[config.mk]
export PLATFORM = sky130hd
export DESIGN_NAME = flci_front
export DESIGN_NICKNAME = d
export VERILOG_FILES = /design/src/rtl/flci_pkg.sv /design/src/rtl/flci_front.sv
export SDC_FILE = /design/constraint.sdc
export NUM_CORES = 1
export LEC_CHECK = 0
export ABC_CLOCK_PERIOD_IN_PS = 7500
export BUFFER_PORTS_ARGS = -buffer_cell sky130_fd_sc_hd__buf_2
export CAP_MARGIN = 0
export CORE_MARGIN = 2
export CORE_UTILIZATION = 57
export CTS_CLUSTER_SIZE = 16
export DETAILED_ROUTE_END_ITERATION = 8
export PLACE_DENSITY = 0.92
export SYNTH_ARGS = -nofsm -noshare
export SYNTH_HDL_FRONTEND = slang
export SYNTH_SLANG_ARGS = --single-unit
[constraint.sdc]
create_clock -name clock -period 7.5 [get_ports clock]
set_input_delay 2.25 -clock clock [delete_from_list [all_inputs] [get_ports clock]]
set_output_delay 2.25 -clock clock [all_outputs]
set_load 0.02 [all_outputs]
[src/rtl/flci_pkg.sv]
// flci_pkg: shared types and constants of the flash command interface
// no dependencies

package flci_pkg;

   localparam int STORE_BYTES_DEF  = 131072;
   localparam int BANK_BYTES       = 65536;
   localparam int SECTOR_BYTES_DEF = 4096;
   localparam int OP_ADDR_W        = 17;

   localparam logic [15:0] ADDR_FIRST  = 16'h5555;
   localparam logic [15:0] ADDR_SECOND = 16'h2AAA;
   localparam logic [7:0]  BYTE_FIRST  = 8'hAA;
   localparam logic [7:0]  BYTE_SECOND = 8'h55;
   localparam logic [7:0]  CMD_ID         = 8'h90;
   localparam logic [7:0]  CMD_RESET      = 8'hF0;
   localparam logic [7:0]  CMD_ERASE      = 8'h80;
   localparam logic [7:0]  CMD_CHIP_ERASE = 8'h10;
   localparam logic [7:0]  CMD_PROGRAM    = 8'hA0;
   localparam logic [7:0]  CMD_BANK       = 8'hB0;
   localparam logic [7:0]  CMD_SECTOR     = 8'h30;
   localparam logic [7:0]  ID_MFR_RESET   = 8'h62;
   localparam logic [7:0]  ID_DEV_RESET   = 8'h13;
   localparam logic [7:0]  ERASED_BYTE    = 8'hFF;

   localparam logic [2:0] MODE_READ    = 3'd0;
   localparam logic [2:0] MODE_ID      = 3'd1;
   localparam logic [2:0] MODE_ERASE   = 3'd2;
   localparam logic [2:0] MODE_PROGRAM = 3'd3;
   localparam logic [2:0] MODE_BANK    = 3'd4;

   localparam logic CSR_ID_MFR = 1'b0;
   localparam logic CSR_ID_DEV = 1'b1;

   typedef enum logic [1:0] {
      OP_DIRECT = 2'd0,
      OP_READ   = 2'd1,
      OP_WRITE  = 2'd2,
      OP_FILL   = 2'd3
   } op_kind_type;

   typedef struct packed {
      op_kind_type           kind;
      logic [OP_ADDR_W-1:0]  addr;
      logic [7:0]            data;
      logic                  chip;
      logic [2:0]            cmode;
   } op_type;

endpackage

[src/rtl/flci_front.sv]
// flci_front: accepts bus accesses, runs the unlock and mode logic
// depends on flci_pkg

module flci_front import flci_pkg::*; #(
   parameter int SECTOR_BYTES = SECTOR_BYTES_DEF
) (
   input  logic        clock,
   input  logic        reset,
   input  logic        req_valid,
   output logic        req_ready,
   input  logic        req_mode,
   input  logic [15:0] req_offset,
   input  logic [7:0]  req_write_data,
   input  logic        csr_write,
   input  logic        csr_index,
   input  logic [7:0]  csr_wdata,
   input  logic        q_full,
   output logic        q_push,
   output op_type      q_op
);

   logic [7:0] first_ff, first_in, cmd_ff, cmd_in, second_ff, second_in;
   logic [1:0] idx_ff, idx_in;
   logic [2:0] mode_ff, mode_in;
   logic       bank_ff, bank_in;
   logic [7:0] mfr_ff, dev_ff;
   logic       act;
   logic [15:0] sec_base;

   assign req_ready = !q_full;
   assign q_push    = req_valid && !q_full;
   assign sec_base  = req_offset & ~16'(SECTOR_BYTES - 1);

   always_comb begin
      first_in  = first_ff;
      cmd_in    = cmd_ff;
      second_in = second_ff;
      idx_in    = idx_ff;
      mode_in   = mode_ff;
      bank_in   = bank_ff;
      act       = 1'b0;
      q_op.kind  = OP_DIRECT;
      q_op.addr  = {bank_ff, req_offset};
      q_op.data  = 8'h00;
      q_op.chip  = 1'b0;
      if (!req_mode) begin
         if (mode_ff == MODE_ID && req_offset == 16'd0) begin
            q_op.data = mfr_ff;
         end else if (mode_ff == MODE_ID && req_offset == 16'd1) begin
            q_op.data = dev_ff;
         end else begin
            q_op.kind = OP_READ;
         end
      end else if (req_offset == ADDR_FIRST) begin
         if (idx_ff == 2'd0) first_in = req_write_data;
         else if (idx_ff == 2'd1) cmd_in = req_write_data;
         else second_in = req_write_data;
         act = 1'b1;
         if (second_in == BYTE_SECOND && idx_ff == 2'd1) begin
            first_in  = 8'h00;
            cmd_in    = 8'h00;
            second_in = 8'h00;
            idx_in    = 2'd0;
            act       = 1'b1;
            case (req_write_data)
               CMD_ID:      begin mode_in = MODE_ID;      act = 1'b0; end
               CMD_RESET:   begin mode_in = MODE_READ;    act = 1'b0; end
               CMD_ERASE:   begin mode_in = MODE_ERASE;   act = 1'b0; end
               CMD_PROGRAM: begin mode_in = MODE_PROGRAM; act = 1'b0; end
               CMD_BANK:    begin mode_in = MODE_BANK;    act = 1'b0; end
               CMD_CHIP_ERASE: begin
                  mode_in   = MODE_READ;
                  act       = 1'b0;
                  q_op.kind = OP_FILL;
                  q_op.chip = 1'b1;
               end
               default: act = 1'b1;
            endcase
         end
         if (act && first_in == BYTE_FIRST) begin
            act = 1'b0;
            if (idx_ff != 2'd2) idx_in = idx_ff + 2'd1;
         end
      end else if (first_ff == BYTE_FIRST && req_offset == ADDR_SECOND) begin
         second_in = req_write_data;
      end else begin
         act = 1'b1;
      end
      if (act) begin
         if (mode_ff == MODE_PROGRAM) begin
            q_op.kind = OP_WRITE;
            q_op.data = req_write_data;
         end else if (mode_ff == MODE_ERASE) begin
            if (first_in == BYTE_FIRST && second_in == BYTE_SECOND &&
                req_write_data == CMD_SECTOR) begin
               q_op.kind = OP_FILL;
               q_op.addr = {bank_ff, sec_base};
            end
         end else if (mode_ff == MODE_BANK) begin
            bank_in = req_write_data[0];
         end
      end
      q_op.cmode = req_mode ? mode_in : mode_ff;
   end

   always_ff @(posedge clock) begin
      if (reset) begin
         first_ff  <= 8'h00;
         cmd_ff    <= 8'h00;
         second_ff <= 8'h00;
         idx_ff    <= 2'd0;
         mode_ff   <= MODE_READ;
         bank_ff   <= 1'b0;
         mfr_ff    <= ID_MFR_RESET;
         dev_ff    <= ID_DEV_RESET;
      end else begin
         if (q_push && req_mode) begin
            first_ff  <= first_in;
            cmd_ff    <= cmd_in;
            second_ff <= second_in;
            idx_ff    <= idx_in;
            mode_ff   <= mode_in;
            bank_ff   <= bank_in;
         end
         if (csr_write && csr_index == CSR_ID_MFR) mfr_ff <= csr_wdata;
         if (csr_write && csr_index == CSR_ID_DEV) dev_ff <= csr_wdata;
      end
   end

endmodule

* Yosys cells after proc, flatten, opt, wreduce, memory -nomap -nowiden *
Index checks and enable logic that the tools add are counted.
W data, S select, Z words.

operators by class
  $add $sub $neg = 1
  eq/ne operators = 21
  mux-type cells = 49
  bitwise logic cells = 3
  reduce and logical (&&, ||, !) cells = 18

operator list
  operator                number
  $mux W8                 18
  $eq A8 B8 Y1 const B    8
  $mux W19                2
  $mux W27                1
  $mux W2                 9
  $mux W17                1
  $eq A16 B1 Y1 const B   1
  $eq A16 B14 Y1 const B  1
  $eq A16 B15 Y1 const B  1
  $eq A8 B7 Y1 const B    2
  $logic_not A16 Y1       1
  $pmux W3 S5             1
  $mux W1                 13
  $mux W3                 4
  $logic_and A1 B1 Y1     11
  $eq A8 B5 Y1 const B    1
  $eq A8 B6 Y1 const B    1
  $eq A3 B2 Y1 const B    2
  $reduce_or A6 Y1        1
  $reduce_and A5 Y1       1
  $eq A3 B1 Y1 const B    1
  $eq A3 B3 Y1 const B    1
  $not A1 Y1              3
  $reduce_and A3 Y1       1
  other kinds (6)         6

word-level totals
  bits in registers = 38
  input port bits = 39
  output and inout bits = 33

* Depth between registers and ports, before layout *
  depth in word-level cells = 19
  mapped depth = 11
  mapped depth without buffers = 9

* Least setup slack after synthesis *
Ideal clock, no wire load.

  kind = input port to output port
  start = input req_offset[15]
  end = output q_op[16] (netlist name)
  arrival = 4380 ps
  setup slack = 870 ps
  stages = 9
  buffers on the path = 1
  path through = nand2b_1 nor4_2 nand2_1 o21ai_0 mux2_2 nor4b_2 nand4_2 buf_6 and2_1

RTL lines
  item                line              RTL
  start: declaration  flci_front.sv:12  input logic [15:0] req_offset,
  end: declaration    flci_front.sv:19  output op_type q_op

==> results.md <==
- The total congestion overflow after global routing is 0.
- Port buffering added 71 buffers.
- The total of hold buffers inserted after clock tree synthesis is 0.
- The detailed-routing iteration count for the pre-antenna-repair pass is 5.
- The die area is 0.00505 mm².
- Once the clock tree was built, the resizer swapped 0 gates to a different size.
- The maximum cell stage delay along the critical path is 0.39 ns.
- Internal power comes to 306 µW.
- In this run the worst path has a maximum fanout of 14.
- In the synthesized netlist the dominant register cell turns out to be sky130_fd_sc_hd__dfxtp_1.
- Yosys printed 0 warnings.
- The first-pass GRT wire length is 12100 µm.
- After synthesis, the share of cell area in mux cells is 0.0634.
- Synthesis produced 338 cells.
- The net count after synthesis is 379.
- The final critical-path required period is 7.13 ns.
- The synthesis-stage register bit count is 38.
- The fraction of layout instances using a drive strength above 1 is 0.242.
- The worst-case vdd ir drop is 0.183 mV.
- The worst hold-check path type is reg -> reg.
- For this design, the sink count on the clock tree is 38.
- The parity-gate share of the synthesized area counting xor and xnor cells is 0.00341.
- Yosys mapped the design onto 57 distinct sky130hd cell types.
- The setup-violating endpoint count in the final report is 0.
- Leaving out fill and tap cells, the most frequent cell in the layout is sky130_fd_sc_hd__buf_2.
- 72 I/O pins were placed.
- The area overhead of the layout relative to synthesis is 14.8%.
- The fraction of the mapped netlist area in simple logic gates is 0.374.
- The total leakage power is 1.21 nW.
- The total inserted antenna cells is 0.
- Buffers added to address setup during post-CTS repair amount to 0.
- The final wirelength is 7250 µm.
- The level count of the clock H-tree is 2.
- The detail route stage leaves a number of antenna-violating nets equal to 0.
- The final design utilization is 0.676.
- The area of combinational cells with multiple inputs is 0.00164 mm².
- The number of pins exceeding their max-slew limit in the final report was 0.
- The via count of the first global-routing pass is 2534.
- The die is 71.1 µm tall.
- Of the total synthesized cell area, the portion taken by full adders, half adders and majority gates is 0.00975.
- Headroom to the max-slew limit came out at 0.470.
- The netlist area before placement is 0.00257 mm².
- After synthesis, the mean cell area works out to 7.59 µm².
- Static timing analysis puts the maximum clock frequency at 140 MHz.
- The path type of the worst setup path is in -> out.
- The number of antenna violations at the first check in global routing came to 0.
- The initial utilization of the core area, before any placement, comes to 0.589.
- The endpoint arrival time on the critical path is 4.88 ns.
- Of the total power, the share spent switching nets is 0.273.
- In the layout the commonest cells are 71 x sky130_fd_sc_hd__buf_2, 59 x sky130_fd_sc_hd__nand2_1, 38 x sky130_fd_sc_hd__dfxtp_1, 32 x sky130_fd_sc_hd__nor2_1, 20 x sky130_fd_sc_hd__a21oi_1.
- The number of clock buffers inserted by TritonCTS is 5.
- For this design, the slowest cell found on the critical path is sky130_fd_sc_hd__mux2_2.
- The power share of the sequential group is 0.499.
- The DRC violations left is 0.
- Power spread over the standard cell area amounts to 143 mW/mm².
- The transition time at the pin with the least slew margin is 0.794 ns.
- The number of enable flip-flop cells after synthesis is 0.
- The final layout contains 432 nets.
- After routing, the total negative slack on setup checks comes to 0 ns.
- The core area is 0.00435 mm².
- The share of total power dissipated in combinational logic is 0.162.
- The compound-cell area share of the yosys netlist is 0.188.
- The largest family of logic cells by synthesized area is simple AND/OR/NAND/NOR gates.
- The DRC violation total after the first TritonRoute iteration is 319.
- The portion of the clock cycle consumed by the worst path in the final layout is 0.951.
- The via density per instance is 6.22.
- The share of total power dissipated in the clock network is 0.339.
- TritonCTS built the clock tree.
- The routed layout has 2762 vias.
- The cell sitting at the root of the clock tree is a sky130_fd_sc_hd__clkbuf_8.
- The filler cells instantiated in the layout total 355.
- Detailed placement ended at an HPWL of 5490 µm.
- The die width is 71.1 µm.
- For the worst-skew pair, the clock arrives at the later sink with an insertion delay of 0.29 ns.
- The number of buffers on the longest clock path is 2.
- The number of hold violations in the final report was 0.
- The average wire per cell in the routed design is 16.3 µm.
- Traced cell by cell, the critical path runs through buf_2, nor4_1, and2_1, nand2_1, o21ai_0, mux2_2, nor4b_2, nand4_2, and2_1, buf_2.
- Hold timing on the final database bottoms out at a slack of 0.457 ns.
- The worst setup path is launched from an input pin.
- For the worst setup path, the data required time is 5.25 ns.
- Clock-pin slew was measured on the worst setup and hold paths at 0.07 ns.
- The critical path capture point type is an output port.
- The largest net degree at the start of global routing is 39.
- Setup repair after global routing left no endpoint under its margin.
- The global-route usage over all layers is 0.303.
- Of all flip-flops after synthesis, the portion carrying an async set or reset was 0.
- The run finished with clean final reports.
- The register area is 761 µm².
- For this run, the register share of the synthesized area comes to 0.296.
- The number of max-cap violations is 0.
- The analysis attributes to net switching a power of 115 µW.
- After floorplanning, the core was divided into 24 placement rows.
- The final setup skew is 0.00438 ns.
- The placer's final routability congestion estimate is 0.949.
## cell type report
type | instances | area share
Multi-Input combinational cell | 267 | 0.556
Tap cell | 52 | 0.0221
Inverter | 7 | 0.00892
Sequential cell | 38 | 0.258
Clock inverter | 1 | 0.00170
Clock buffer | 7 | 0.0293
Timing Repair Buffer | 72 | 0.123
## synth_stat cells (all sizes together) (2+ instances only)
master	instances	share of area
mux2i	14	0.055
a41oi	2	0.0068
a22oi	15	0.044
nand4	6	0.017
o21ai	10	0.020
a311oi	2	0.0068
nor3	4	0.0078
nor3b	3	0.0088
and2	16	0.042
nor2	34	0.054
nand2	59	0.086
o211ai	2	0.0058
and4	4	0.014
nor2b	6	0.015
mux2	2	0.0088
dfxtp	38	0.30
o2bb2ai	7	0.024
buf	12	0.034
ha	2	0.0097
nand2b	7	0.017
nor4	4	0.015
or2	2	0.0049
and3	3	0.0093
a21oi	20	0.039
inv	7	0.010
nand3	12	0.023
o22ai	2	0.0049
clkbuf	14	0.020
or4	4	0.013
nand3b	9	0.026
## flip-flops by register name (all words and copies together) (netlist names)
| register | flops |
|---|---|
| dev_ff | 8 |
| first_ff | 8 |
| second_ff | 8 |
| idx_ff | 2 |
| bank_ff | 1 |
| mode_ff | 3 |
| mfr_ff | 8 |
## logic make-up (layout without fill, tap and decap cells)
logic type	Yosys count	after routing
and+or+nand+nor	178	178
xor gates and xnor gates	1	1
DFF	38	38
adders and majority gates	2	2
muxes	16	16
buffers and inverters	33	87
AOI/OAI and AO/OA	70	70
## stage by stage
step	cell area [µm²]	setup WS (ns)	total power, mW	instances
2_1_floorplan	2570	0.870	0.258	338
3_3_place_gp	2850	0.458	0.280	436
5_1_grt	2950	0.121	0.437	444
6_report	2950	0.367	0.421	444
3_5_place_dp	2850	0.362	0.282	436
4_1_cts	2950	0.356	0.421	444
## path summary, 6_finish.rpt
check                                    from         to  slack (ns)  cells past startpoint
worst min-delay path                dev_ff[7]  dev_ff[7]        0.46                      2
worst max-delay path            req_offset[7]   q_op[13]        0.37                     10
worst min register to register      dev_ff[7]  dev_ff[7]        0.46                      2
worst max register to register      idx_ff[1]    bank_ff        5.12                      9
## routing by layer
metal  GRT usage  up-vias  part of all wire
li1            -     1308                 -
met1       0.403     1248              0.41
met2       0.488      179              0.47
met3      0.0513       27             0.092
met4       0.130        0             0.030
met5           0        -                 0
## critical path, delay by kind of cell
| family | cells | cell delay [ns] |
|---|---|---|
| buf+inv | 2 | 0.27 |
| compound gates | 1 | 0.34 |
| mux | 1 | 0.39 |
| simple gates | 6 | 1.62 |
## power groups by stage
stage          clock network (mW)  registers [mW]  logic, mW
2_1_floorplan                   0           0.214     0.0436
3_3_place_gp                    0           0.215     0.0657
5_1_grt                     0.151           0.211     0.0750
3_5_place_dp                    0           0.215     0.0672
4_1_cts                     0.143           0.210     0.0675
6_report                    0.143           0.210     0.0682
Power figures use the tool's default switching activity.
