$ cat src/rtl/flci_pkg.sv
// flci_pkg: shared types and constants of the flash command interface
// no dependencies

package flci_pkg;

   localparam int STORE_BYTES_DEF  = 131072;
   localparam int BANK_BYTES       = 65536;
   localparam int SECTOR_BYTES_DEF = 4096;
   localparam int OP_ADDR_W        = 17;

   localparam logic [15:0] ADDR_FIRST  = 16'h5555;
   localparam logic [15:0] ADDR_SECOND = 16'h2AAA;
   localparam logic [7:0]  BYTE_FIRST  = 8'hAA;
   localparam logic [7:0]  BYTE_SECOND = 8'h55;
   localparam logic [7:0]  CMD_ID         = 8'h90;
   localparam logic [7:0]  CMD_RESET      = 8'hF0;
   localparam logic [7:0]  CMD_ERASE      = 8'h80;
   localparam logic [7:0]  CMD_CHIP_ERASE = 8'h10;
   localparam logic [7:0]  CMD_PROGRAM    = 8'hA0;
   localparam logic [7:0]  CMD_BANK       = 8'hB0;
   localparam logic [7:0]  CMD_SECTOR     = 8'h30;
   localparam logic [7:0]  ID_MFR_RESET   = 8'h62;
   localparam logic [7:0]  ID_DEV_RESET   = 8'h13;
   localparam logic [7:0]  ERASED_BYTE    = 8'hFF;

   localparam logic [2:0] MODE_READ    = 3'd0;
   localparam logic [2:0] MODE_ID      = 3'd1;
   localparam logic [2:0] MODE_ERASE   = 3'd2;
   localparam logic [2:0] MODE_PROGRAM = 3'd3;
   localparam logic [2:0] MODE_BANK    = 3'd4;

   localparam logic CSR_ID_MFR = 1'b0;
   localparam logic CSR_ID_DEV = 1'b1;

   typedef enum logic [1:0] {
      OP_DIRECT = 2'd0,
      OP_READ   = 2'd1,
      OP_WRITE  = 2'd2,
      OP_FILL   = 2'd3
   } op_kind_type;

   typedef struct packed {
      op_kind_type           kind;
      logic [OP_ADDR_W-1:0]  addr;
      logic [7:0]            data;
      logic                  chip;
      logic [2:0]            cmode;
   } op_type;

endpackage

$ cat src/rtl/flci_queue.sv
// flci_queue: two-entry operation queue between front and back
// depends on flci_pkg

module flci_queue import flci_pkg::*; (
   input  logic   clock,
   input  logic   reset,
   input  logic   push,
   input  op_type push_op,
   output logic   full,
   input  logic   pop,
   output logic   empty,
   output op_type pop_op
);

   op_type     mem_ff [2];
   logic       wr_ff, rd_ff;
   logic [1:0] cnt_ff;

   assign full   = cnt_ff == 2'd2;
   assign empty  = cnt_ff == 2'd0;
   assign pop_op = mem_ff[rd_ff];

   always_ff @(posedge clock) begin
      if (push) mem_ff[wr_ff] <= push_op;
   end

   always_ff @(posedge clock) begin
      if (reset) begin
         wr_ff  <= 1'b0;
         rd_ff  <= 1'b0;
         cnt_ff <= 2'd0;
      end else begin
         if (push) wr_ff <= !wr_ff;
         if (pop) rd_ff <= !rd_ff;
         cnt_ff <= cnt_ff + {1'b0, push} - {1'b0, pop};
      end
   end

endmodule

$ cat config.mk
export PLATFORM = sky130hd
export DESIGN_NAME = flci_queue
export DESIGN_NICKNAME = d
export VERILOG_FILES = /design/src/rtl/flci_pkg.sv /design/src/rtl/flci_queue.sv
export SDC_FILE = /design/constraint.sdc
export NUM_CORES = 1
export LEC_CHECK = 0
export BUFFER_PORTS_ARGS = -buffer_cell sky130_fd_sc_hd__buf_2
export CORE_MARGIN = 8
export CORE_UTILIZATION = 55
export DETAILED_ROUTE_END_ITERATION = 6
export PLACE_DENSITY = 0.88
export SYNTH_ARGS = -nofsm -noshare
export SYNTH_HDL_FRONTEND = slang
export SYNTH_SLANG_ARGS = --single-unit
$ cat constraint.sdc
create_clock -name clock -period 4.4 [get_ports clock]
set_clock_uncertainty 0.05 [all_clocks]
set_input_delay 0.88 -clock clock [delete_from_list [all_inputs] [get_ports clock]]
set_output_delay 0.88 -clock clock [all_outputs]
set_load 0.005 [all_outputs]
# Yosys cells after proc, flatten, opt, wreduce, memory -nomap -nowiden
# Memory sizes are Yosys's and may differ from the RTL's. A register that Yosys moved wholly into a read port is not among the register bits.
# Cells that the tools add are included.
[word_totals]
n_memories = 1
mem_bits_rw = 62
ff_bits = 4
in_bits = 35
[classes]
reduce_logical = 3
n_eq_ne = 1
muxes = 4
add_sub_neg = 2
[memory_table]
columns = ["memory", "words", "word_bits", "read_ports", "rd_clocked_by_memory_dff", "write_ports", "line_no", "source"]
rows = [
  ["mem_ff", 2, 31, 1, 1, 1, "flci_queue.sv:15", "op_type mem_ff [2];"],
]
[op_table]
columns = ["operator", "count"]
rows = [
  ["1-bit 2-to-1 mux", 4],
  ["2-bit by 1-bit adder with 2-bit output", 1],
  ["2-bit == test (second input constant)", 1],
  ["1-bit logical NOT", 2],
  ["2-bit logical NOT", 1],
  ["2-bit by 1-bit subtractor with 2-bit output", 1],
]

# Longest topological paths before layout
# Gate-level depths: netlist (run 1).
[logic_depth]
ltp_word = 3
mapped_depth = 6
mapped_depth_nobuf = 6

# Worst setup path after synthesis (run 1)
# Ideal clock, no wire load.
[synth_path]
kind = "input -> register"
startpoint = "in push"
endpoint = "mem mem_ff[0][0] (netlist name) (enable)"
cell_stages = 1
t_required_ns = 3.927
slack_ns = 1.642
arrival_time_ns = 2.285
path_buffers = 0
setup_ns = 0.423
cell_sequence = "nor2b_1"
[synth_between]
elab_chain_len = 2
[synth_rtl]
columns = ["element", "line_no", "source"]
rows = [
  ["from (decl)", "flci_queue.sv:7", "input logic push,"],
  ["1-bit 2-to-1 mux", "flci_queue.sv:24", "if (push) mem_ff[wr_ff] <= push_op;"],
  ["1-bit 2-to-1 mux (implied by the code)", "flci_queue.sv:24", ""],
  ["to (decl)", "flci_queue.sv:15", ""],
]
# No other way between the ends.

==> impl_metrics.py, run 1 <==
metrics = {
    "setup_path": {
        "critical_path_arrival_ps": 1870,
        "end_kind": "primary output",
        "start_kind": "flip-flop",
        "crit_fanout": 19,
        "required_ps": 3470,
        "r2r_slack_ps": 2750,
        "critPathKind": "flip-flop to primary output",
    },
    "synthesis": {
        "syn_nets": 154,
        "yosys.cell_types.count": 11,
        "synthMuxAreaShare": 0.142,
        "ys_seq_area_frac": 0.797,
        "yosysWarnings": 0,
        "synth_compound_area_frac": 0,
        "synth_top_family_by_area": "multiplexers",
        "synth_seq_cells": 67,
        "synth_cells": 117,
        "yosysTopAreaCell": "edfxtp_1",
        "synth-xor-area-share": 0.0163,
        "synth.top_cells.by_area": "edfxtp_1 (76%), mux2_2 (14%), dfxtp_1 (4.1%)",
        "synth_top_area_frac": 0.756,
        "synth_area_um2": 2460,
        "syn_avg_cell_area_um2": 21.0,
        "yosys.area_share.simple": 0.0178,
        "synthAdderAreaFrac": 0.0102,
    },
    "drt": {
        "num_vias": 1269,
        "avgRoutedWirePerCell_um": 17.7,
        "drtAntennaViolNets": 0,
        "drc_errors": 0,
        "firstDrtPassIters": 4,
        "viasPerCell": 5.04,
        "wl_um": 4460,
        "drt-initial-drc-count": 86,
    },
    "die": {
        "dieArea_um2": 6870,
        "initial_core_util": 0.569,
        "fp.dieW_um": 82.9,
        "core_area_um2": 4320,
        "num_io_pins": 68,
        "die_h_um": 82.9,
        "row_count": 24,
    },
    "clock_network": {
        "cts_buffer_depth": 2,
        "clock-sinks": 67,
        "worstSkewPairLatency_ps": 340,
        "cts_tree": "built",
        "cts_setup_buffers": 0,
        "cts-buffers-inserted": 9,
        "hold_buffers": 0,
        "clk_pin_slew_ps": 60,
        "clock-root-buffer": "clkbuf_8",
        "cts-resized-gates": 0,
        "ctsHtreeMaxLevel": 3,
    },
    "layout": {
        "syn_to_final_growth_pct": 23.1,
        "fin_nets": 232,
        "diodes": 0,
        "drive_above_1_share": 0.565,
        "post-route-cell-area_um2": 3030,
        "fillCellCount": 290,
        "finalNonFillerCells": 252,
    },
    "power_and_ir_drop": {
        "vdd_drop_max_uv": 275,
        "cellPowerDensity_nw_per_um2": 453,
        "total_power_w": 0.00137,
        "p_leak_nw": 1.17,
    },
    "sta": {
        "min_period_over_period": 0.637,
        "whs_ps": 490,
        "finalSetupTns_ps": 0,
        "rsz0062_at_grt": "false",
        "final-setup-viol-count": 0,
        "finalMaxSlewViolations": 0,
        "worstMarginPinSlew_ps": 593,
        "final-hold-violation-count": 0,
        "max-slew-margin-rel": 0.605,
        "fmax_ghz": 0.357,
        "fin_crit_ps": 2800,
    },
    "run": {
        "drv_cap": 0,
    },
    "run_status": {
        "status": "completed",
    },
    "grt": {
        "grt_pass1_vias": 1437,
        "grt_pass1_wl_um": 7000,
        "grt_overflow": 0,
        "antenna_found_initial": 0,
        "grt_max_degree": 32,
        "track_usage": 0.133,
    },
    "placed_design": {
        "port_buffers": 67,
        "place_congestion": 0.694,
        "dpl.hpwl_um": 3290,
        "dpl.cell_count": 236,
        "placed_area_um2": 2850,
    },
    "hold_path": {
        "hold_class": "flip-flop to flip-flop",
    },
}
-- synth_stat cells, drive strengths merged --
master   n
nor2b    3
inv      2
xnor3    1
ha       2
dfxtp    5
nor2     5
mux2    31
buf      3
edfxtp  62
and2     1
xnor2    2
-- per-stage QoR --
stage | util | setup WS (ps)
6_report | 0.701 | 1600
5_1_grt | 0.701 | 1480
4_1_cts | 0.701 | 1550
3_5_place_dp | 0.660 | 1940
3_3_place_gp | 0.660 | 1990
2_1_floorplan | - | 1640
-- layout by cell type (no fill, tap or decap), drive strengths merged --
master	n
edfxtp	62
inv	2
buf	70
nor2	5
xnor2	2
nor2b	3
mux2	31
and2	1
bufinv	1
clkinv	2
xnor3	1
ha	2
dfxtp	5
clkbuf	13
-- kinds of logic (layout without fill, tap and decap cells) --
| family | Yosys count | in the layout |
|---|---|---|
| XOR/XNOR | 3 | 3 |
| adder cells (fa/ha/maj) | 2 | 2 |
| buffers and inverters | 5 | 88 |
| flip-flops | 67 | 67 |
| multiplexers | 31 | 31 |
| AND/OR/NAND/NOR | 9 | 9 |
-- sequential cells by signal, summed over array words and instances (netlist names), named ones only --
register / cells
rd_ff: 1
cnt_ff: 2
mem_ff: 62
wr_ff: 1
-- path summary, 6_finish.rpt --
kind | start | endpoint | cells after the start
max reg2reg | wr_ff | mem_ff[1][9] | 2
max | flip-flop | pop_op[0] | 3
min reg2reg | rd_ff | rd_ff | 2
min | rd_ff | rd_ff | 2
-- worst max-delay path: stages, from the launching register on --
cell	delay, ps
dfxtp_1	670
buf_4	360
mux2_2	370
buf_2	130
-- per-layer routing --
| metal | GRT usage | routed length, um | share of wire | vias up |
|---|---|---|---|---|
| met5 | 0 | 0 | 0 | - |
| met1 | 0.134 | 1690 | 0.38 | 612 |
| met2 | 0.229 | 2460 | 0.55 | 43 |
| li1 | - | - | - | 607 |
| met3 | 0.0596 | 229 | 0.051 | 7 |
| met4 | 0.0623 | 85 | 0.019 | 0 |
-- layout make-up --
class,instances,area (um^2),area share
flip-flops and latches,67,1960,0.647
inverters,2,7.51,0.00248
clock buffers,13,139,0.0458
repair buffers,70,358,0.118
clock inverters,3,38.8,0.0128
well taps,52,65.1,0.0215
multi-input cells,45,460,0.152
-- power breakdown --
| group | internal (W) | total (W) | switching, W |
|---|---|---|---|
| Sequential | 0.000743 | 0.000760 | 0.0000167 |
| Clock | 0.000260 | 0.000463 | 0.000203 |
| Combinational | 0.0000831 | 0.000151 | 0.0000683 |
| Total | 0.00109 | 0.00137 | 0.000288 |
(Power assumes the default switching activity.)
==> inputs of run 2 (changes only) <==
--- a/config.mk
+++ b/config.mk
@@ -7,9 +7,9 @@
 export LEC_CHECK = 0
 export BUFFER_PORTS_ARGS = -buffer_cell sky130_fd_sc_hd__buf_2
 export CORE_MARGIN = 8
-export CORE_UTILIZATION = 55
+export CORE_UTILIZATION = 46
 export DETAILED_ROUTE_END_ITERATION = 6
-export PLACE_DENSITY = 0.88
+export PLACE_DENSITY = 0.79
 export SYNTH_ARGS = -nofsm -noshare
 export SYNTH_HDL_FRONTEND = slang
 export SYNTH_SLANG_ARGS = --single-unit
==> constraint.sdc (replaced) <==
create_clock -name clock -period 2.4 [get_ports clock]
set_clock_uncertainty 0.05 [all_clocks]
set_input_delay 0.48 -clock clock [delete_from_list [all_inputs] [get_ports clock]]
set_output_delay 0.48 -clock clock [all_outputs]
set_load 0.005 [all_outputs]
==> run 2 against run 1 <==
- global-route usage down 2.2 points
- wire length down 6.1%
- largest power group unchanged
- clock-buffer cell count increased by 1
- via count decreased by 1.3%
- non-clock buffer count rose by 2
- highest routed layer unchanged
- largest cell class unchanged
- final area grew 2.0%
==> impl_metrics.py, run 2 (synthesis gave the netlist of run 1 again) <==
metrics = {
    "die": {
        "num_io_pins": 68,
        "initial_core_util": 0.479,
        "row_count": 26,
        "core_area_um2": 5140,
        "dieArea_um2": 7950,
        "die_h_um": 89.1,
        "fp.dieW_um": 89.1,
    },
    "sta": {
        "final-hold-violation-count": 0,
        "finalMaxSlewViolations": 0,
        "max-slew-margin-rel": 0.732,
        "min_period_over_period": 0.813,
        "final-setup-viol-count": 0,
        "fin_crit_ps": 1950,
        "rsz0062_at_grt": "false",
        "finalSetupTns_ps": 0,
        "fmax_ghz": 0.513,
        "worstMarginPinSlew_ps": 401,
    },
    "power_and_ir_drop": {
        "total_power_w": 0.00250,
        "vdd_drop_max_uv": 488,
        "p_leak_nw": 1.19,
        "cellPowerDensity_nw_per_um2": 810,
    },
    "drt": {
        "drtAntennaViolNets": 0,
        "num_vias": 1252,
        "firstDrtPassIters": 3,
        "wl_um": 4190,
        "avgRoutedWirePerCell_um": 15.4,
        "drc_errors": 0,
        "viasPerCell": 4.60,
        "drt-initial-drc-count": 52,
    },
    "clock_network": {
        "ctsHtreeMaxLevel": 3,
        "worstSkewPairLatency_ps": 320,
        "clock-root-buffer": "clkbuf_8",
        "cts_buffer_depth": 2,
        "cts_setup_buffers": 0,
        "clock-sinks": 67,
        "clk_pin_slew_ps": 70,
        "hold_buffers": 0,
        "cts-resized-gates": 0,
        "cts_tree": "built",
        "cts-buffers-inserted": 9,
    },
    "layout": {
        "drive_above_1_share": 0.584,
        "regMostFlops": "mem_ff",
        "final_common_cell": "buf_2",
        "fillCellCount": 406,
        "syn_to_final_growth_pct": 25.6,
        "seq_area_um2": 1960,
        "largest_reg_flops": 62,
        "utilization": 0.601,
        "largestRegisters": "mem_ff (62), cnt_ff (2)",
        "multi_input_area_um2": 465,
        "diodes": 0,
        "final_cell_mix": "buf_2 (67), edfxtp_1 (62), mux2_2 (31)",
        "fin_nets": 234,
    },
    "setup_path": {
        "critical_path_arrival_ps": 1420,
        "crit_slowest_cell": "mux2_2",
        "cp_slowest_stage_delay_ps": 380,
        "crit_fanout": 19,
        "start_kind": "flip-flop",
        "crit_chain": "buf_4 > mux2_2 > buf_2",
        "critPathKind": "flip-flop to primary output",
        "end_kind": "primary output",
        "reg2regPathDepth": 6,
        "required_ps": 1870,
    },
    "grt": {
        "grt_overflow": 0,
        "track_usage": 0.111,
        "antenna_found_initial": 0,
        "grt_pass1_vias": 1402,
        "grt_pass1_wl_um": 6420,
        "grt_max_degree": 21,
    },
    "placed_design": {
        "port_buffers": 67,
        "dpl.hpwl_um": 2960,
        "place_congestion": 0.665,
    },
    "hold_path": {
        "hold_class": "input port to flip-flop",
        "whs_path_depth": 1,
    },
    "run_status": {
        "status": "completed",
    },
    "run": {
        "drv_cap": 0,
    },
}
[run 2: changes by cell type in the layout (fill, tap and decap cells not counted), sizes merged]
cell    change
bufinv      -1
clkbuf      +1
buf         +2
[run 2: cell type report]
class / instances / share of cell area
multi-input combinational: 45 / 0.151
sequential: 67 / 0.635
inverter: 2 / 0.00243
timing repair buffer: 72 / 0.125
clock inverter: 2 / 0.00324
clock buffer: 14 / 0.0559
tap: 70 / 0.0283
[run 2: critical path: cells and delay by family, from the launching register on]
family,cells,cell delay [ps]
multiplexers,1,380
buffers and inverters,2,390
flip-flops,1,330
[run 2: through the flow]
stage	worst slack [ps]	cell area, um^2	instances	hold WS (ps)
4_1_cts	414	3090	272	267
3_3_place_gp	780	2910	256	455
3_5_place_dp	756	2910	256	488
6_report	449	3090	272	285
5_1_grt	360	3090	272	269
2_1_floorplan	42.4	2460	117	430
[run 2: path summary, 6_finish.rpt]
| path | slack (ps) | end | startpoint |
|---|---|---|---|
| worst min register to register | 490 | flip-flop | rd_ff |
| worst min-delay path | 290 | mem_ff[1][21] | push_op[21] |
| worst max-delay path | 450 | pop_op[0] | flip-flop |
| worst max register to register | 970 | cnt_ff[1] | cnt_ff[0] |
[run 2: power by group]
| group | leakage (nW) | switching (W) | internal (W) |
|---|---|---|---|
| Combinational | 0.475 | 0.000130 | 0.000160 |
| Sequential | 0.624 | 0.0000225 | 0.00136 |
| Clock | 0.0965 | 0.000372 | 0.000457 |
[run 2: layer usage]
metal  vias to the layer above  share of wire  GRT usage
met5                         -              0          0
met4                         0          0.029     0.0861
met3                        12          0.078     0.0377
met2                        44           0.51      0.189
met1                       588           0.39      0.110
li1                        608              -          -
==> inputs of run 3 (changes only) <==
--- a/config.mk
+++ b/config.mk
@@ -5,11 +5,12 @@
 export SDC_FILE = /design/constraint.sdc
 export NUM_CORES = 1
 export LEC_CHECK = 0
+export ABC_AREA = 1
 export BUFFER_PORTS_ARGS = -buffer_cell sky130_fd_sc_hd__buf_2
 export CORE_MARGIN = 8
-export CORE_UTILIZATION = 46
+export CORE_UTILIZATION = 51
 export DETAILED_ROUTE_END_ITERATION = 6
-export PLACE_DENSITY = 0.79
+export PLACE_DENSITY = 0.83
 export SYNTH_ARGS = -nofsm -noshare
 export SYNTH_HDL_FRONTEND = slang
 export SYNTH_SLANG_ARGS = --single-unit
==> constraint.sdc (replaced) <==
create_clock -name clock -period 1.9 [get_ports clock]
set_clock_uncertainty 0.05 [all_clocks]
set_input_delay 0.38 -clock clock [delete_from_list [all_inputs] [get_ports clock]]
set_output_delay 0.38 -clock clock [all_outputs]
set_load 0.005 [all_outputs]
==> run 3 against run 2 <==
- area after synthesis rose by 0.31%
- final area fell by 1.3%
- setup slack got worse by 370 ps
- critical path depth did not move
- register-to-register slack got worse by 280 ps
- clock-buffer cell count fell by 2
- core utilization rose by 4.9 points
- synthesized cell count rose by 8.5%
- worst hold slack got worse by 100 ps
- flip-flop and latch count did not move
- critical endpoint is now pop_op[26]
==> impl_metrics.py, run 3 <==
metrics = {
    "synthesis": {
        "synth.top_cells.by_area": "edfxtp_1 (75%), mux2_2 (14%), dfxtp_1 (4.1%)",
        "synth_edf_count": 62,
        "yosys_most_used_dff": "edfxtp_1",
        "yosysMostFrequentCell": "edfxtp_1",
        "synth_cells": 127,
        "ys_seq_area_frac": 0.795,
        "synth_top_area_frac": 0.754,
        "yosysWarnings": 0,
        "yosysTopAreaCell": "edfxtp_1",
        "synth_area_um2": 2470,
        "yosys.cell_types.count": 12,
        "syn_avg_cell_area_um2": 19.4,
        "ys_async_sr_fraction": 0,
        "syn_nets": 164,
        "synth_seq_cells": 67,
        "synth_common_cells": "edfxtp_1 (62), mux2_2 (31), inv_1 (8), nor2_1 (8), dfxtp_1 (5)",
    },
    "drt": {
        "num_vias": 1333,
        "avgRoutedWirePerCell_um": 16.7,
        "wl_um": 4450,
        "drc_errors": 0,
        "drtAntennaViolNets": 0,
        "firstDrtPassIters": 4,
        "viasPerCell": 4.99,
        "drt-initial-drc-count": 66,
    },
    "layout": {
        "final_cell_mix": "buf_2 (67), edfxtp_1 (62), mux2_2 (31)",
        "fin_nets": 245,
        "largestRegisters": "mem_ff (62), cnt_ff (2)",
        "seq_area_um2": 1960,
        "post-route-cell-area_um2": 3050,
        "fillCellCount": 342,
        "finalNonFillerCells": 267,
        "syn_to_final_growth_pct": 23.6,
        "largest_reg_flops": 62,
        "diodes": 0,
        "regMostFlops": "mem_ff",
        "final_common_cell": "buf_2",
        "drive_above_1_share": 0.545,
        "multi_input_area_um2": 450,
    },
    "sta": {
        "max-slew-margin-rel": 0.819,
        "final-hold-violation-count": 0,
        "worstMarginPinSlew_ps": 272,
        "fin_crit_ps": 1820,
        "finalMaxSlewViolations": 0,
        "whs_ps": 185,
        "worst_slack_ps": 80.4,
        "min_period_over_period": 0.958,
        "finalSetupTns_ps": 0,
        "final-setup-viol-count": 0,
        "rsz0062_at_grt": "false",
        "fmax_ghz": 0.550,
    },
    "clock_network": {
        "clock-sinks": 67,
        "cts_setup_buffers": 0,
        "cts-buffers-inserted": 9,
        "clock-root-buffer": "clkbuf_8",
        "worstSkewPairLatency_ps": 330,
        "clk_pin_slew_ps": 60,
        "ctsHtreeMaxLevel": 3,
        "cts_tree": "built",
        "hold_buffers": 0,
        "cts_buffer_depth": 2,
    },
    "setup_path": {
        "cp.depth": 3,
        "crit_chain": "buf_8 > mux2_2 > buf_2",
        "critPathKind": "flip-flop to primary output",
        "r2r_slack_ps": 690,
        "start_kind": "flip-flop",
        "cpLargestDelayFamily": "flip-flops",
        "end_kind": "primary output",
        "reg2regPathDepth": 6,
        "reg2reg_from": "cnt_ff[0]",
        "crit_fanout": 21,
        "reg2reg_to": "cnt_ff[1]",
        "crit_buf_inv": 2,
        "crit_slowest_cell": "dfxtp_1",
        "critical_path_arrival_ps": 1390,
        "required_ps": 1470,
        "cp_slowest_stage_delay_ps": 360,
    },
    "placed_design": {
        "dp_slack_ps": 346,
        "placed_area_um2": 2890,
        "port_buffers": 67,
        "place_congestion": 0.654,
        "dpl.hpwl_um": 3220,
        "dpl.cell_count": 251,
    },
    "grt": {
        "grt_pass1_vias": 1462,
        "grt_overflow": 0,
        "grt_util_met1": 0.134,
        "track_usage": 0.130,
        "grt_use_met2": 0.214,
        "antenna_found_initial": 0,
        "busiest_layer": "met2",
        "grt_max_degree": 22,
        "met3_usage": 0.0592,
        "grt_pass1_wl_um": 7110,
    },
    "die": {
        "fp.dieW_um": 85.6,
        "num_io_pins": 68,
        "initial_core_util": 0.526,
        "dieArea_um2": 7320,
        "die_h_um": 85.6,
        "row_count": 25,
        "core_area_um2": 4690,
    },
    "hold_path": {
        "hold_class": "input port to flip-flop",
        "whs_path_depth": 1,
        "hp-start": "push_op[24]",
        "hold-path-endpoint": "mem_ff[1][24]",
    },
    "power_and_ir_drop": {
        "vdd_drop_max_uv": 518,
        "p_leak_nw": 1.20,
        "cellPowerDensity_nw_per_um2": 981,
    },
    "run_status": {
        "status": "completed",
    },
    "run": {
        "drv_cap": 0,
    },
}
==> run 3: cell count changes after synthesis, moves of 3 or more <==
cell and change:
nor2_1 +3, inv_1 +6, nand2_1 +4, nor2b_1 -3
==> run 3: report_power, final <==
group / internal [W] / switching [W]
combinational: 0.000175 / 0.000162
clock: 0.000461 / 0.000468
sequential: 0.00170 / 0.0000235
total: 0.00234 / 0.000653
==> run 3: stage by stage <==
| stage | total power (W) | util |
|---|---|---|
| finish | 0.00299 | 0.650 |
| detailed placement | 0.00210 | 0.616 |
| global route | 0.00314 | 0.650 |
| global placement | 0.00209 | 0.616 |
| CTS | 0.00304 | 0.649 |
| floorplan | 0.00194 | - |
==> run 3: repair_timing <==
item                                   4_1_cts  5_1_grt
setup endpoints to repair                    8        5
endpoints found under the hold margin        0        0
pin swaps                                    0        0
resized for setup                            1        1
==> run 3: cell type report <==
class	instances	share of cell area
clock buffer	12	0.0443
clock inverter	4	0.00574
inverter	8	0.00984
multi-input combinational	49	0.148
sequential	67	0.643
tap	54	0.0221
timing repair buffer	73	0.127
==> run 3: per-layer routing <==
layer  wire [um]  share of wire
met4          91          0.020
met5           0              0
met2        2320           0.52
met3         273          0.061
met1        1760           0.40
==> run 3: logic make-up after synthesis <==
logic type               after synthesis  share of synthesized area
buffers and inverters                 11                     0.0258
AND/OR/NAND/NOR                       14                     0.0223
flip-flops                            67                      0.795
XOR/XNOR                               1                    0.00355
adder cells (fa/ha/maj)                2                     0.0101
AO/OA/AOI/OAI                          1                    0.00203
multiplexers                          31                      0.141
==> run 3: worst max-delay path by stage <==
stage	endpoint	slack [ps]
floorplan	mem_ff[0][0]	230
global placement	pop_op[30]	360
detailed placement	pop_op[30]	350
CTS	pop_op[30]	40
global route	pop_op[13]	10
finish	pop_op[26]	80
